===== config.mk =====
export PLATFORM = sky130hd
export DESIGN_NAME = ubd_div_cell
export DESIGN_NICKNAME = d
export VERILOG_FILES = /design/src/rtl/core/ubd_pkg.sv /design/src/rtl/core/ubd_div_cell.sv
export SDC_FILE = /design/constraint.sdc
export NUM_CORES = 1
export LEC_CHECK = 0
export BUFFER_PORTS_ARGS = -buffer_cell sky130_fd_sc_hd__buf_2
export CAP_MARGIN = 25
export CORE_ASPECT_RATIO = 1.2
export CORE_MARGIN = 2
export CORE_UTILIZATION = 40
export CTS_CLUSTER_SIZE = 24
export DETAILED_ROUTE_END_ITERATION = 7
export GPL_ROUTABILITY_DRIVEN = 1
export PLACE_DENSITY_LB_ADDON = 0.3
export SLEW_MARGIN = 40
export SYNTH_ARGS = -nofsm -noshare
export SYNTH_HDL_FRONTEND = slang
export SYNTH_SLANG_ARGS = --single-unit

===== constraint.sdc =====
create_clock -name clk -period 2.8 [get_ports clk]
set_input_delay 0.14 -clock clk [delete_from_list [all_inputs] [get_ports clk]]
set_output_delay 0.14 -clock clk [all_outputs]
set_load 0.01 [all_outputs]

===== src/rtl/core/ubd_pkg.sv =====
// Shared types and constants for the UART baud divisor calculator.
// No dependencies; every other file in rtl/core imports this package.
package ubd_pkg;

  localparam int CLK_W     = 28;             // clock_hz width
  localparam int BAUD_W    = 24;             // baud_rate width
  localparam int PROD_W    = 35;             // 100 * clock_hz
  localparam int DIVD_W    = 32;             // (100 * clock_hz) >> 4 or >> 3
  localparam int MANTQ_W   = 25;             // floor(div100 / 100)
  localparam int MANTC_W   = MANTQ_W + 1;    // mantissa after carry
  localparam int REM_W     = 7;              // div100 mod 100
  localparam int RECIP_W   = 31;
  localparam int RPROD_W   = DIVD_W + RECIP_W;
  localparam int RECIP_SH  = 37;
  localparam int FRX_W     = 11;             // rem * steps + 50
  localparam int FRECIP_W  = 12;
  localparam int FPROD_W   = FRX_W + FRECIP_W;
  localparam int FRAC_SH   = 18;
  localparam int STEP_W    = 5;
  localparam int MANT_W    = 12;             // mantissa field width
  localparam int FRAC_W    = 4;
  localparam int WORD_W    = 16;
  localparam int STAT_W    = 2;
  localparam int MANT_BITS = 12;             // divider mantissa width; mantissa saturates at 4095

  localparam logic [PROD_W-1:0]   SCALE_100   = PROD_W'(100);
  localparam logic [RECIP_W-1:0]  RECIP_100   = RECIP_W'(1374389535); // ceil(2^37/100)
  localparam logic [FRECIP_W-1:0] FRECIP_100  = FRECIP_W'(2622);     // ceil(2^18/100)
  localparam logic [FRX_W-1:0]    ROUND_HALF  = FRX_W'(50);
  localparam logic [DIVD_W-1:0]   HUNDRED     = DIVD_W'(100);
  localparam logic [STEP_W-1:0]   STEPS_16X   = STEP_W'(16);
  localparam logic [STEP_W-1:0]   STEPS_8X    = STEP_W'(8);
  localparam logic [MANTC_W-1:0]  MANT_LIMIT  = MANTC_W'((32'd1 << MANT_BITS) - 32'd1);

  typedef enum logic [STAT_W-1:0] {
    ST_OK        = 2'd0,
    ST_ZERO_BAUD = 2'd1,
    ST_SATURATED = 2'd2
  } status_t;

  // One row of the divider chain: partial remainder plus dividend/quotient shifter.
  typedef struct packed {
    logic              vld;
    logic [BAUD_W-1:0] rem;
    logic [DIVD_W-1:0] quo;
    logic [BAUD_W-1:0] baud;
    logic              over8;
    logic              zero;
  } div_row_t;

  typedef struct packed {
    logic [MANT_W-1:0] mantissa;
    logic [FRAC_W-1:0] fraction;
    logic [WORD_W-1:0] register_word;
    status_t           status;
  } res_t;

endpackage


===== src/rtl/core/ubd_div_cell.sv =====
// One restoring-division cell: resolves one quotient bit per word.
// Depends on ubd_pkg (div_row_t).
module ubd_div_cell import ubd_pkg::*; (
  input  logic     clk,
  input  logic     rst_n,
  input  logic     en,
  input  div_row_t row_i,
  output div_row_t row_o
);

  logic [BAUD_W:0] trial;
  logic [BAUD_W:0] diff;
  logic            ge;
  div_row_t        row_nxt;
  div_row_t        row_r;

  always_comb begin
    trial       = {row_i.rem, row_i.quo[DIVD_W-1]};
    diff        = trial - {1'b0, row_i.baud};
    ge          = (trial >= {1'b0, row_i.baud});
    row_nxt     = row_i;
    row_nxt.rem = ge ? diff[BAUD_W-1:0] : trial[BAUD_W-1:0];
    row_nxt.quo = {row_i.quo[DIVD_W-2:0], ge};
  end

  always_ff @(posedge clk) begin
    if (!rst_n) begin
      row_r.vld <= 1'b0;
    end else if (en) begin
      row_r <= row_nxt;
    end
  end

  assign row_o = row_r;

endmodule


### Yosys cells after proc, flatten, opt, wreduce, memory -nomap -nowiden

Cells that the tools add are included.

| storage, ports and cells | value |
|---|---|
| flip-flop bits (word level) | 83 |
| input port bits | 86 |

| cells by class | value |
|---|---|
| add/sub/neg operators | 1 |
| $lt $le $gt $ge | 1 |
| muxes and demuxes | 1 |
| reductions and logical operators | 1 |

Operator list:

| operator | count |
|---|---|
| 25-bit by 24-bit greater-or-equal comparator with 1-bit output | 1 |
| 24-bit two-way mux | 1 |
| 24-bit subtractor | 1 |
| 2-bit AND reduction | 1 |

### Longest topological paths before layout

| logic depth | value |
|---|---|
| depth in word-level cells | 2 |
| depth in mapped cells | 11 |
| depth with buffers taken out | 9 |

### Worst setup path after synthesis

OpenSTA, ideal clock, no wires.

| path | value |
|---|---|
| kind | input-to-reg |
| start point | in en |
| end point | reg row_r, in the netlist row_o[0], enable pin |
| arrival time | 2.048 ns |
| path slack | 0.303 ns |
| stages on the path | 1 |
| buffers on the path | 0 |
| cells stage by stage | and2_1 |

| on the way | value |
|---|---|
| cells in the longest elaborated chain, start to end | 1 |

Ends and longest elaborated chain:

| what | RTL line | text |
|---|---|---|
| start: declaration | ubd_div_cell.sv:6 | `input logic en,` |
| 2-bit AND reduction (no line) | -- |  |
| end signal: assignment | ubd_div_cell.sv:30 | `row_r <= row_nxt;` |
| end: declaration | ubd_div_cell.sv:15 | `div_row_t row_r;` |

No other way between the ends.
A chain may end at the register's enable or synchronous reset.

==> summary.txt <==
CTS
  – Clock Latency Late Sink: 0.33 ns
  – CTS tree: yes
  – Root buf cell: clkbuf_16
  – CTS clk-pin slew, worst paths: 0.07 ns
  – H-tree Lvls: 3
  – TritonCTS Buffers: 9
  – Clock sink total: a little over 80
  – Longest Clk Path Bufs: 2

Synth
  – Yosys cell types: 57
  – Synth cell count leaders: 82 x edfxtp_1, 33 x inv_1, 29 x a21oi_1
  – Most frequent cell after synthesis: edfxtp_1
  – Sequential area share after synthesis: 0.564
  – Syn_nets: between 400 and 500
  – Mean Syn Cell Area: ~12 um2
  – Post-synthesis cell area: 0.00440 mm2
  – Synth Register Bits: 83
  – Top_reg_cell synth: edfxtp_1
  – Synthesized instance count: roughly 360
  – Yosys Warn Count: 0
  – Leading area contributor after synthesis: edfxtp_1
  – Ranking of synthesized cells by area: edfxtp_1 56%, ha_1 6.8%, a21oi_1 3.3%, inv_1 2.8%, mux2_2 2.0%
  – Post-synth ARST share: 0
  – Number of synthesized flops with an enable pin: 82
  – Yosys top cell area share: 0.559

Routing
  – Routed vias: about 3,800
  – Antenna violation net count after detailed routing: 0
  – Post-Route WL: 12,600 um
  – Avg WL per Cell: approximately 17 um
  – Drt first pass iters: 4
  – First DRT Iteration DRCs: between 150 and 200
  – Routed vias/inst: a little over 5
  – DRC: 0

Floorplanning
  – Core area: roughly 0.011 mm2
  – Starting density of the core: 0.415
  – DIE HEIGHT: 119 um
  – Die ar.: roughly 0.012 mm2
  – Die W: about 100 um
  – Ports: approximately 170
  – # rows: just over 40

Power
  – Switching Share: 0.264
  – Combinational fraction of design power: 0.216
  – LEAKAGE: approximately 2.7 nW
  – Clock power frac: 0.363
  – Pwr Density: approximately 570 mW/mm2
  – Seq pwr share: 0.421
  – Worst VDD drop: 0.000263 V
  – P_sw: around 0.95 mW
  – Internal cell power: between 2 and 3 mW

Worst setup path
  – Setup Crit Path Kind: input pin to register
  – Worst setup EP type: register
  – Critical path arrival: around 2.8 ns
  – R2r startpoint: row_o[82]
  – Startpoint Class: input pin
  – Crit path cell chain: dlygate4sd3_1, buf_2, inv_1, ha_2, nand4_1, or2_1, o221a_2, o21ai_4, nor2_8, clkinv_8, mux2_2
  – Worst r2r dst: row_o[82]
  – Buf+Inv Stages, Crit Path: 4
  – CP peak stage delay: 0.53 ns
  – Worst path slowest cell: dlygate4sd3_1
  – CP Data Required Time: 2.89 ns
  – Critical path's top delay family: buffers and inverters
  – Critical path fanouts, max: 18
  – Reg2reg path depth: 2
  – Flop2flop setup slack: between 2 and 2.5 ns

Hold path
  – Hold path depth: 1
  – Worst min-delay path class: input pin to register
  – Min-delay src: row_i[16]
  – WHS Endpoint: row_o[16]

STA
  – Worst slew pin tran: roughly 0.58 ns
  – Worst hold margin: approximately 0.00048 ns
  – RSZ-0062 raised after global routing: no
  – Final hold vios: 0
  – Fin crit share: 0.969
  – Fmax achieved: 369 MHz
  – Fin. max-slew vios: 0
  – Max-slew headroom: 0.610
  – Final setup TNS: 0 ns
  – Crit path time final: roughly 2.7 ns
  – Final setup vio count: 0
  – Skew final: 0 ns

Cells and area
  – ANT cells: 0
  – Fillers: a little under 900
  – Share of cells above drive strength 1: 0.383
  – Area of the multi-input gates: 0.00177 mm2
  – Largest register FFs: between 80 and 90
  – Final #Nets: ~710
  – Area growth, synth to finish: 44.0%
  – FF/Latch Area: between 0.002 and 0.0025 mm2

Global route
  – First-pass GRT wire length: between 15,000 and 20,000 um
  – Total grt overflow: 0
  – Global Route Usage Sum: 0.205
  – Largest net degree at the start of global routing: 60
  – Initial antenna violation count: 0
  – Vias in the first global route: around 3,800

Placement
  – Placer Congestion: between 0.8 and 0.9
  – HPWL after DPL: a little over 9000 um
  – PortBufs: approximately 170

Job
  – Max-cap viol count: 0

Run status
  – Outcome: finished, final reports clean
[per-layer routing]
layer,vias to the layer above,share of wire,GRT usage
met4,0,0.027,0.0693
met3,20,0.082,0.0552
li1,1848,-,-
met5,-,0,0
met1,1768,0.39,0.236
met2,153,0.50,0.365
[final cells by class]
| class | count | share of cell area |
|---|---|---|
| Tap cell | 129 | 0.0254 |
| Inverter | 34 | 0.0221 |
| Clock buffer | 9 | 0.0355 |
| Sequential cell | 83 | 0.391 |
| Multi-Input combinational cell | 235 | 0.279 |
| Clock inverter | 7 | 0.0156 |
| Timing Repair Buffer | 233 | 0.231 |
[cell families after synthesis]
group / Yosys count / synth area share
AO/OA/AOI/OAI: 93 / 0.150
XOR/XNOR: 10 / 0.0199
adder cells (fa/ha/maj): 25 / 0.0727
buffers and inverters: 43 / 0.0432
flip-flops: 83 / 0.564
multiplexers: 12 / 0.0330
AND/OR/NAND/NOR: 95 / 0.118
[through the flow]
| stage | power [mW] | cells | utilization | setup slack, ns | area [um2] |
|---|---|---|---|---|---|
| final | 3.59 | 730 | 0.597 | 0.0877 | 6340 |
| after global routing | 3.73 | 730 | 0.597 | 0.000501 | 6340 |
| after CTS | 3.59 | 729 | 0.592 | 0.0132 | 6290 |
| after detailed placement | 2.24 | 664 | 0.516 | 0.205 | 5480 |
| after global placement | 2.24 | 664 | 0.516 | 0.249 | 5480 |
| after floorplan | 1.97 | 361 | - | 0.303 | 4400 |
[power by group through the flow]
stage                     Sequential [mW]  Clock [mW]  Combinational (mW)
after global placement               1.54           0               0.701
after detailed placement             1.54           0               0.704
final                                1.51        1.30               0.775
after floorplan                      1.60           0               0.370
after CTS                            1.51        1.31               0.763
after global routing                 1.52        1.36               0.845
[placed cells by master (no fill, tap or decap), drive strengths merged, types with 3 or more instances in the layout]
cell type / synthesis / layout
buf: 8 / 184
nand3: 15 / 15
a21oi: 29 / 29
a21boi: 5 / 5
and3: 8 / 8
and2: 5 / 5
dlygate4sd3: 0 / 49
nor2b: 4 / 4
clkbuf: 1 / 9
a211oi: 3 / 3
edfxtp: 82 / 82
o21ai: 13 / 13
mux2: 11 / 11
o2111ai: 3 / 3
ha: 24 / 24
xnor2: 7 / 7
nor3: 14 / 14
inv: 34 / 35
o31a: 3 / 3
nor2: 15 / 15
nand2: 16 / 16
nor3b: 3 / 3
o31ai: 7 / 7
o211ai: 3 / 3
or3: 4 / 4
and4: 3 / 3
o21a: 9 / 9
xor2: 3 / 3
nand4: 4 / 4
clkinv: 0 / 3
[worst max path at each step]
| stage | startpoint | end | slack, ns | cells past startpoint |
|---|---|---|---|---|
| finish | row_i[22] | row_o[62] | 0.09 | 11 |
| global route | row_i[10] | row_o[81] | 0.0005 | 11 |
| CTS | row_i[22] | row_o[62] | 0.01 | 11 |
| detailed placement | row_i[19] | row_o[62] | 0.21 | 10 |
| global placement | row_i[19] | row_o[67] | 0.25 | 10 |
| floorplan | en | row_o[0] | 0.30 | 1 |
[worst reg2reg max path, delay by kind of cell (launching register included)]
kind	cells	cell delay, ns
simple gates	1	0.06
mux	1	0.12
flops	1	0.31
[repair_timing]
item,CTS,global route
endpoints found under the setup margin,0,13
hold buffers,49,0
hold endpoints to repair,49,0
buffers inserted,0,1
gates resized for setup,0,11
(Power assumes the default switching activity.)
