<file path="src/rtl/core/ubd_pkg.sv">
// Shared types and constants for the UART baud divisor calculator.
// No dependencies; every other file in rtl/core imports this package.
package ubd_pkg;

  localparam int CLK_W     = 28;             // clock_hz width
  localparam int BAUD_W    = 24;             // baud_rate width
  localparam int PROD_W    = 35;             // 100 * clock_hz
  localparam int DIVD_W    = 32;             // (100 * clock_hz) >> 4 or >> 3
  localparam int MANTQ_W   = 25;             // floor(div100 / 100)
  localparam int MANTC_W   = MANTQ_W + 1;    // mantissa after carry
  localparam int REM_W     = 7;              // div100 mod 100
  localparam int RECIP_W   = 31;
  localparam int RPROD_W   = DIVD_W + RECIP_W;
  localparam int RECIP_SH  = 37;
  localparam int FRX_W     = 11;             // rem * steps + 50
  localparam int FRECIP_W  = 12;
  localparam int FPROD_W   = FRX_W + FRECIP_W;
  localparam int FRAC_SH   = 18;
  localparam int STEP_W    = 5;
  localparam int MANT_W    = 12;             // mantissa field width
  localparam int FRAC_W    = 4;
  localparam int WORD_W    = 16;
  localparam int STAT_W    = 2;
  localparam int MANT_BITS = 12;             // divider mantissa width; mantissa saturates at 4095

  localparam logic [PROD_W-1:0]   SCALE_100   = PROD_W'(100);
  localparam logic [RECIP_W-1:0]  RECIP_100   = RECIP_W'(1374389535); // ceil(2^37/100)
  localparam logic [FRECIP_W-1:0] FRECIP_100  = FRECIP_W'(2622);     // ceil(2^18/100)
  localparam logic [FRX_W-1:0]    ROUND_HALF  = FRX_W'(50);
  localparam logic [DIVD_W-1:0]   HUNDRED     = DIVD_W'(100);
  localparam logic [STEP_W-1:0]   STEPS_16X   = STEP_W'(16);
  localparam logic [STEP_W-1:0]   STEPS_8X    = STEP_W'(8);
  localparam logic [MANTC_W-1:0]  MANT_LIMIT  = MANTC_W'((32'd1 << MANT_BITS) - 32'd1);

  typedef enum logic [STAT_W-1:0] {
    ST_OK        = 2'd0,
    ST_ZERO_BAUD = 2'd1,
    ST_SATURATED = 2'd2
  } status_t;

  // One row of the divider chain: partial remainder plus dividend/quotient shifter.
  typedef struct packed {
    logic              vld;
    logic [BAUD_W-1:0] rem;
    logic [DIVD_W-1:0] quo;
    logic [BAUD_W-1:0] baud;
    logic              over8;
    logic              zero;
  } div_row_t;

  typedef struct packed {
    logic [MANT_W-1:0] mantissa;
    logic [FRAC_W-1:0] fraction;
    logic [WORD_W-1:0] register_word;
    status_t           status;
  } res_t;

endpackage

</file>
<file path="src/rtl/core/ubd_post.sv">
// Post-divide stages: split div100 into mantissa and rounded fraction,
// carry, saturate, zero-baud override and pack. Depends on ubd_pkg.
module ubd_post import ubd_pkg::*; (
  input  logic     clk,
  input  logic     rst_n,
  input  logic     en,
  input  div_row_t row_i,
  output logic     vld_o,
  output res_t     res_o
);

  // stage 1: div100 and its reciprocal product
  logic               p1_vld_r;
  logic [DIVD_W-1:0]  p1_div_r;
  logic [RPROD_W-1:0] p1_prod_r;
  logic               p1_over8_r;
  logic               p1_zero_r;
  // stage 2: mantissa and remainder
  logic               p2_vld_r;
  logic [MANTQ_W-1:0] p2_mant_r;
  logic [REM_W-1:0]   p2_rem_r;
  logic               p2_over8_r;
  logic               p2_zero_r;

  logic [MANTQ_W-1:0] mant_q;
  logic [DIVD_W-1:0]  rem_full;
  logic [STEP_W-1:0]  steps;
  logic [FRX_W-1:0]   frx;
  logic [FPROD_W-1:0] fprod;
  logic [STEP_W-1:0]  frac_raw;
  logic               carry;
  logic [MANTC_W-1:0] mant_c;
  logic               sat;
  logic [MANTC_W-1:0] mant_sel;
  logic [FRAC_W-1:0]  frac_sel;

  always_ff @(posedge clk) begin
    if (!rst_n) begin
      p1_vld_r <= 1'b0;
      p2_vld_r <= 1'b0;
    end else if (en) begin
      p1_vld_r <= row_i.vld;
      p2_vld_r <= p1_vld_r;
    end
  end

  always_ff @(posedge clk) begin
    if (en) begin
      p1_div_r   <= row_i.quo;
      p1_prod_r  <= RPROD_W'(row_i.quo) * RPROD_W'(RECIP_100);
      p1_over8_r <= row_i.over8;
      p1_zero_r  <= row_i.zero;
      p2_mant_r  <= mant_q;
      p2_rem_r   <= rem_full[REM_W-1:0];
      p2_over8_r <= p1_over8_r;
      p2_zero_r  <= p1_zero_r;
    end
  end

  always_comb begin
    mant_q   = p1_prod_r[RECIP_SH +: MANTQ_W];
    rem_full = p1_div_r - DIVD_W'(DIVD_W'(mant_q) * HUNDRED);
  end

  always_comb begin
    steps    = p2_over8_r ? STEPS_8X : STEPS_16X;
    frx      = (p2_over8_r ? {1'b0, p2_rem_r, 3'b000} : {p2_rem_r, 4'b0000}) + ROUND_HALF;
    fprod    = FPROD_W'(frx) * FPROD_W'(FRECIP_100);
    frac_raw = fprod[FRAC_SH +: STEP_W];
    carry    = (frac_raw == steps);
    mant_c   = {1'b0, p2_mant_r} + MANTC_W'(carry);
    sat      = (mant_c > MANT_LIMIT);
    mant_sel = sat ? MANT_LIMIT : mant_c;
    if (sat) begin
      frac_sel = FRAC_W'(steps - STEP_W'(1));
    end else if (carry) begin
      frac_sel = '0;
    end else begin
      frac_sel = frac_raw[FRAC_W-1:0];
    end

    if (p2_zero_r) begin
      res_o.mantissa      = '0;
      res_o.fraction      = '0;
      res_o.register_word = '0;
      res_o.status        = ST_ZERO_BAUD;
    end else begin
      res_o.mantissa      = mant_sel[MANT_W-1:0];
      res_o.fraction      = frac_sel;
      res_o.register_word = {mant_sel[MANT_W-1:0], frac_sel};
      res_o.status        = sat ? ST_SATURATED : ST_OK;
    end
  end

  assign vld_o = p2_vld_r;

endmodule

</file>
<file path="config.mk">
export PLATFORM = sky130hd
export DESIGN_NAME = ubd_post
export DESIGN_NICKNAME = d
export VERILOG_FILES = /design/src/rtl/core/ubd_pkg.sv /design/src/rtl/core/ubd_post.sv
export SDC_FILE = /design/constraint.sdc
export NUM_CORES = 1
export LEC_CHECK = 0
export BUFFER_PORTS_ARGS = -buffer_cell sky130_fd_sc_hd__buf_2
export CAP_MARGIN = 20
export CORE_MARGIN = 2
export CORE_UTILIZATION = 31
export DETAILED_ROUTE_END_ITERATION = 16
export PLACE_DENSITY = 0.44
export SLEW_MARGIN = 0
export SYNTH_ARGS = -nofsm -noshare
export SYNTH_HDL_FRONTEND = slang
export SYNTH_SLANG_ARGS = --single-unit
</file>
<file path="constraint.sdc">
create_clock -name clk -period 13.3 [get_ports clk]
set_input_delay 0.665 -clock clk [delete_from_list [all_inputs] [get_ports clk]]
set_output_delay 0.665 -clock clk [all_outputs]
set_load 0.01 [all_outputs]
</file>
### Word level (Yosys, flattened, before mapping)

Index checks and enable logic that the tools add are counted.
Widths: inputs -> output; s select.

| cells by class | value |
|---|---|
| add/sub/neg operators | 4 |
| multipliers | 3 |
| order comparisons | 1 |
| equality and inequality tests | 1 |
| multiplexer cells | 7 |

Operator list:

| kind | count |
|---|---|
| $mul 32x31->62 const B | 1 |
| $mux 34 | 1 |
| $add 25x1->26 | 1 |
| $gt 26x12->1 const B | 1 |
| $mul 25x5->5 const B | 1 |
| $mul 11x11->22 const B | 1 |
| $mux 12 | 1 |
| $add 11x6->11 const B | 1 |
| $mux 11 | 1 |
| $mux 4 | 2 |
| $sub 7x7->7 | 1 |
| $eq 5x5->1 | 1 |
| $mux 5 | 1 |
| $sub 4x1->4 const B | 1 |
| $mux 2 | 1 |

| storage, ports and cells | value |
|---|---|
| bits in registers | 107 |
| output and inout bits | 35 |

### Depth between registers and ports, before layout

Gate-level depths: netlist of run 1.

| logic depth | value |
|---|---|
| depth after elaboration | 8 |
| depth in mapped cells | 39 |

### Worst setup path before layout of run 1

OpenSTA, ideal clock, no wires.

| timing | value |
|---|---|
| kind | reg2out |
| start point | register p2_over8_r |
| end point | output port res_o[21] in the netlist's numbering |
| arrival | 9122 ps |
| path slack | 3513 ps |
| cell stages (with the launch flop) | 37 |
| path through | edfxtp_1 clkbuf_1 clkbuf_1 mux2i_1 ha_1 nor2_1 nand2_1 a21oi_1 a211oi_1 inv_1 xnor2_1 ha_1 ha_1 ha_1 inv_1 fa_1 fa_1 inv_1 ha_1 a211o_1 a211oi_1 a2bb2oi_1 a21oi_1 xor2_1 nand2_1 a211oi_1 ha_1 and4_4 nor4b_4 nand3_2 or4_1 a211oi_1 a31oi_1 nor4b_4 o2111ai_1 o31ai_1 buf_4 |

RTL lines:

| element | line | RTL |
|---|---|---|
| start: declaration | ubd_post.sv:22 | `logic p2_over8_r;` |
| start signal: assignment | ubd_post.sv:55 | `p2_over8_r <= p1_over8_r;` |
| end: declaration | ubd_post.sv:9 | `output res_t res_o` |

==> out/summary.json, run 1 <==
{
  "outcome": "finished clean",
  "max_slew_margin": 0.322,
  "grt_start_max_net_pins": 71,
  "antenna-diode-count": 0,
  "cp_common_cell": "ha_1",
  "post_synth_instance_area_um2": 21400,
  "synth_sequential_area_ratio": 0.0973,
  "vert_die_dim_um": 267,
  "worstPathArrival_ns": 11.02,
  "number_of_global_route_vias_before_repair": 15600,
  "area_delta_synth_final_pct": 7.57,
  "synthDominantAreaCellType": "fa_1",
  "vias": 13800,
  "number_of_clock_sinks": 70,
  "number_of_cell_rows": 96,
  "timing_max_transition_violations_final": 0,
  "viasPerCell": 4.64,
  "clock_tree.root_cell": "clkbuf_16",
  "fin_nets": 3041,
  "setup-violations-final": 0,
  "synth_edf_count": 68,
  "clkTransAtPathRegs_ns": 0.05,
  "cts_inserted_buffers": 9,
  "grt_first_pass_wirelength_mm": 90.5,
  "min_period_over_period": 0.879,
  "layout.cells.non_filler": 2969,
  "floorplan.die_area_um2": 71100,
  "placedCellCount": 2953,
  "numPortBuffers": 72,
  "cts.htree.levels": 3,
  "hp-class": "flop to flop",
  "initial_core_utilization": 0.313,
  "timing_worst_setup_path_type": "flop to primary output",
  "synthCells": 2026,
  "synth_area_leaders": "fa_1 38%, ha_1 27%, inv_1 10%",
  "antenna_found_initial": 0,
  "setup.worst_path.start_class": "flop",
  "yosysMostFrequentCell": "inv_1",
  "max_stage_delay_cell_worst_path": "nor4b_4",
  "yosys.cell_types.count": 61,
  "worst_pin_slew_ns": 1.01,
  "number_of_warnings_issued_by_yosys": 0,
  "ys_ff_latch": 70,
  "drt-initial-drc-count": 562,
  "floorplan.die.width_um": 267,
  "cts_setup_buffers": 0,
  "place_congestion": 0.867,
  "maxClockFrequency_mhz": 85.5,
  "post-route-util": 0.336,
  "worstSkewPairLatency_ns": 0.32,
  "fin_worst_skew_ns": 0.00371,
  "globalRoute.totalOverflow": 0,
  "timing.final.crit_period_ns": 11.69,
  "hold_path_depth": 0,
  "yosys_most_used_dff": "edfxtp_1",
  "ctsResizeCount": 0,
  "antenna_violating_nets_post_route": 0,
  "max_stage_delay_ns": 0.92,
  "critical_path_required_ns": 12.64,
  "share_of_layout_cells_above_drive_strength_1": 0.0474,
  "placed_area_um2": 22700,
  "critPathCaptureType": "primary output",
  "floorplan.io_pins": 121,
  "fin_setup_tns_ns": 0,
  "place_hpwl_mm": 50.7,
  "stdcell_area_um2": 23000,
  "maxCapViolations": 0,
  "ys_async_sr_fraction": 0,
  "dr.pass1.iters": 5,
  "netlist.area_leader.share": 0.381,
  "globalRouteTotalUtil": 0.168,
  "mappedNetlistNets": 2985,
  "core_region_area_um2": 68500,
  "path_max_fanout": 23,
  "commonest_cells_in_the_netlist": "580 x inv_1, 466 x ha_1, 407 x fa_1",
  "route.detailed.drc": 0,
  "post_cts_hold_buffer_count": 0,
  "rsz0062_at_grt": "false",
  "wirelength_mm": 57.1,
  "routedWlPerCell_um": 19.2,
  "post_synth.cell_area_avg_um2": 10.6,
  "cts-root-to-sink-buffers": 2,
  "cts_tree": "done",
  "hold_viol_final": 0,
  "r2r_cells": 6
}
## final timing paths
check	from	end	slack [ns]
worst max-delay path	p2_over8_r	res_o[21]	1.61
worst min-delay path	p1_over8_r	p2_over8_r	0.42
worst min register to register	p1_over8_r	p2_over8_r	0.42
worst max register to register	p1_prod_r[37]	p2_rem_r[6]	11.55
## per-layer routing
metal | share of wire | track usage | vias to the layer above
li1 | - | - | 6568
met1 | 0.47 | 0.235 | 7004
met2 | 0.49 | 0.296 | 183
met3 | 0.024 | 0.00590 | 20
met5 | 0 | 0 | -
met4 | 0.0097 | 0.0244 | 0
## registers in the layout, summed over array words and instances, names as in the netlist
signal / cells
p1_zero_r: 1
vld_o: 1
p2_rem_r: 7
p1_prod_r: 25
p1_div_r: 7
p1_over8_r: 1
p1_vld_r: 1
p2_over8_r: 1
p2_mant_r: 25
p2_zero_r: 1
## cells in the final DEF (no fill, tap or decap), types with 16 or more instances in the layout
master / netlist / routed
inv_1: 580 / 580
ha_1: 466 / 466
fa_1: 407 / 407
a21oi_1: 77 / 77
buf_2: 0 / 71
edfxtp_1: 68 / 68
nand2_1: 59 / 59
o21ai_0: 38 / 38
xnor2_1: 36 / 36
a21o_1: 36 / 36
nor2_1: 26 / 26
nand3_1: 23 / 23
xor2_1: 19 / 19
nor3_1: 16 / 16
## final cells by class
cell class,count,area (µm²)
well taps,882,1100
clock inverters,4,72.6
clock buffers,12,246
multi-input cells,1347,17000
repair buffers,74,378
flip-flops and latches,70,2080
fillers,7043,45400
inverters,580,2180
## per-stage QoR
step	hold slack [ns]	setup slack, ns
6_report	0.416	1.61
5_1_grt	0.422	0.424
3_3_place_gp	0.405	2.08
4_1_cts	0.417	1.43
3_5_place_dp	0.405	1.82
2_1_floorplan	0.400	3.51
## worst max-delay path: cells and delay by family, from the launching register on
family / cells / cell delay, ns
AOI/OAI and AO/OA: 11 / 3.04
adders and majority gates: 8 / 2.72
and+or+nand+nor: 8 / 2.43
DFF: 1 / 0.81
buffers and inverters: 4 / 0.59
muxes: 1 / 0.55
xor gates and xnor gates: 2 / 0.53
## logic make-up (layout without fill, tap and decap cells)
family / after synthesis / in the layout / synth area share
AOI/OAI and AO/OA: 228 / 228 / 0.0690
xor gates and xnor gates: 55 / 55 / 0.0225
adders and majority gates: 873 / 873 / 0.653
buffers and inverters: 609 / 670 / 0.110
DFF: 70 / 70 / 0.0973
muxes: 7 / 7 / 0.00327
and+or+nand+nor: 184 / 184 / 0.0446
Power of run 1 is not shown: default switching activity piles up to over one toggle a cycle in this logic, so the estimate is an artifact.
==> inputs of run 2 (changes only) <==
--- a/config.mk
+++ b/config.mk
@@ -9,8 +9,10 @@
 export CAP_MARGIN = 20
 export CORE_MARGIN = 2
 export CORE_UTILIZATION = 31
+export CTS_BUF_LIST = sky130_fd_sc_hd__clkbuf_4 sky130_fd_sc_hd__clkbuf_8
 export DETAILED_ROUTE_END_ITERATION = 16
 export PLACE_DENSITY = 0.44
+export RECOVER_POWER = 50
 export SLEW_MARGIN = 0
 export SYNTH_ARGS = -nofsm -noshare
 export SYNTH_HDL_FRONTEND = slang
==> run 2 against run 1 <==
The flow now finishes with violations (capacitance limit, slew limit). Final cell count unchanged. Critical path type unchanged. Die area unchanged. Critical endpoint unchanged. Non-clock buffer count unchanged.
==> out/summary.json, run 2 (synthesized netlist as in run 1, its figures left out) <==
{
  "place_hpwl": {"value": 50.7, "unit": "mm", "change": "unchanged"},
  "drt-initial-drc-count": {"value": 593, "change": "+5.5%"},
  "reg_top3": "p1_prod_r: 25 flops, p2_mant_r: 25 flops",
  "hold_path_depth": {"value": 0, "change": "unchanged"},
  "wirelength": {"value": 57.0, "unit": "mm", "change": "-0.16%"},
  "post_cts_hold_buffer_count": {"value": 0, "change": "unchanged"},
  "maxClockFrequency": {"value": 85.8, "unit": "MHz", "change": "+0.31%"},
  "hold_viol_final": {"value": 0, "change": "unchanged"},
  "max_stage_delay": {"value": 0.91, "unit": "ns", "change": "about the same"},
  "cts_tree": "done",
  "setup.worst_path.start_class": "flop",
  "cts_inserted_buffers": {"value": 9, "change": "unchanged"},
  "max_slew_margin": {"value": -1.39, "change": "-1.71"},
  "min_period_over_period": {"value": 0.876, "change": "-0.00268"},
  "fin_setup_tns": {"value": 0, "unit": "ns", "change": "unchanged"},
  "clock_tree.root_cell": "clkbuf_8",
  "number_of_global_route_vias_before_repair": {"value": 15600, "change": "-0.10%"},
  "rsz0062_at_grt": "false",
  "final_common_cell": "inv_1",
  "placedCellCount": {"value": 2953, "change": "unchanged"},
  "route.detailed.drc": {"value": 0, "change": "unchanged"},
  "critical-path-top-delay-family": "compound AO/OA/AOI/OAI gates",
  "cts-root-to-sink-buffers": {"value": 2, "change": "unchanged"},
  "grt_first_pass_wirelength": {"value": 90.3, "unit": "mm", "change": "-0.12%"},
  "commonest_cells_after_routing_fill_and_taps_aside": "580 x inv_1, 466 x ha_1, 407 x fa_1",
  "place_congestion": {"value": 0.867, "change": "unchanged"},
  "timing_worst_setup_path_type": "flop to primary output",
  "path_max_fanout": {"value": 23, "change": "unchanged"},
  "floorplan.die_area": {"value": 71100, "unit": "µm²", "change": "unchanged"},
  "core_region_area": {"value": 68500, "unit": "µm²", "change": "unchanged"},
  "area_delta_synth_final_pct": 7.07,
  "initial_core_utilization": {"value": 0.313, "change": "unchanged"},
  "timing_max_transition_violations_final": {"value": 71, "change": "+71"},
  "share_of_layout_cells_above_drive_strength_1": {"value": 0.0441, "change": "-0.00335"},
  "ctsResizeCount": {"value": 0, "change": "unchanged"},
  "worstPathArrival": {"value": 10.99, "unit": "ns", "change": "-0.03 ns"},
  "max_stage_delay_cell_worst_path": "nor4b_4",
  "vias": {"value": 13800, "change": "-0.044%"},
  "cts.htree.levels": {"value": 3, "change": "unchanged"},
  "timing.final.crit_period": {"value": 11.65, "unit": "ns", "change": "-0.0356 ns"},
  "vert_die_dim": {"value": 267, "unit": "µm", "change": "unchanged"},
  "globalRouteTotalUtil": {"value": 0.168, "change": "-0.000199"},
  "fin_worst_skew": {"value": 0.00403, "unit": "ns", "change": "+0.000321 ns"},
  "outcome": "finished with violations",
  "floorplan.die.width": {"value": 267, "unit": "µm", "change": "unchanged"},
  "cts_setup_buffers": {"value": 0, "change": "unchanged"},
  "setup-violations-final": {"value": 0, "change": "unchanged"},
  "critPathCaptureType": "primary output",
  "maxCapViolations": {"value": 1, "change": "+1"},
  "cp_num_buf_inv": {"value": 4, "change": "unchanged"},
  "viasPerCell": {"value": 4.64, "change": "about the same"},
  "r2r_cells": {"value": 6, "change": "unchanged"},
  "hp-class": "flop to flop",
  "worstSkewPairLatency": {"value": 0.33, "unit": "ns", "change": "about the same"},
  "numPortBuffers": {"value": 72, "change": "unchanged"},
  "number_of_clock_sinks": {"value": 70, "change": "unchanged"},
  "globalRoute.totalOverflow": {"value": 0, "change": "unchanged"},
  "floorplan.io_pins": {"value": 121, "change": "unchanged"},
  "fill_count": {"value": 7057, "change": "+0.20%"},
  "failed_checks": "capacitance limit, slew limit",
  "worstSetupPathDepth": {"value": 34, "change": "unchanged"},
  "hold_slack": {"value": 0.419, "unit": "ns", "change": "+0.00324 ns"},
  "dr.pass1.iters": {"value": 4, "change": "-1"},
  "antenna-diode-count": {"value": 0, "change": "unchanged"},
  "worst_pin_slew": {"value": 3.58, "unit": "ns", "change": "+2.57 ns"},
  "grt_start_max_net_pins": {"value": 71, "change": "unchanged"},
  "cp_common_cell": "ha_1",
  "layout.cells.non_filler": {"value": 2969, "change": "unchanged"},
  "fin_nets": {"value": 3041, "change": "unchanged"},
  "antenna_found_initial": {"value": 0, "change": "unchanged"},
  "antenna_violating_nets_post_route": {"value": 0, "change": "unchanged"},
  "clkTransAtPathRegs": {"value": 0.06, "unit": "ns", "change": "about the same"},
  "critical_path_required": {"value": 12.64, "unit": "ns", "change": "about the same"},
  "post-route-util": {"value": 0.335, "change": "-0.00157"},
  "routedWlPerCell": {"value": 19.2, "unit": "µm", "change": "-0.16%"},
  "number_of_cell_rows": {"value": 96, "change": "unchanged"}
}
==> run 2: stage by stage <==
step	worst slack (ns)	cell area (µm²)
final	1.65	22900
after detailed placement	1.82	22700
after global routing	0.395	22900
after CTS	1.41	22900
after global placement	2.08	22700
after floorplan	3.51	21400
==> run 2: path summary, 6_finish.rpt <==
path	slack, ns	startpoint	to
min reg2reg	0.42	p1_over8_r	p2_over8_r
min	0.42	p1_over8_r	p2_over8_r
max reg2reg	11.56	p1_prod_r[37]	p2_rem_r[6]
max	1.65	p2_over8_r	res_o[21]
==> run 2: layout make-up <==
type | count | area (µm²) | share of cell area
inverter | 580 | 2180 | 0.0950
clock inverter | 4 | 72.6 | 0.00317
tap | 882 | 1100 | 0.0482
multi-input combinational | 1347 | 17000 | 0.740
sequential | 70 | 2080 | 0.0909
timing repair buffer | 74 | 364 | 0.0159
clock buffer | 12 | 153 | 0.00666
==> run 2: routing by layer <==
metal / part of all wire / GRT usage / up-vias
met5: 0 / 0 / -
met3: 0.019 / 0.00673 / 20
met4: 0.0097 / 0.0231 / 0
met2: 0.50 / 0.296 / 177
met1: 0.48 / 0.234 / 7007
li1: - / - / 6565
Power of run 2 is left out for the same reason.
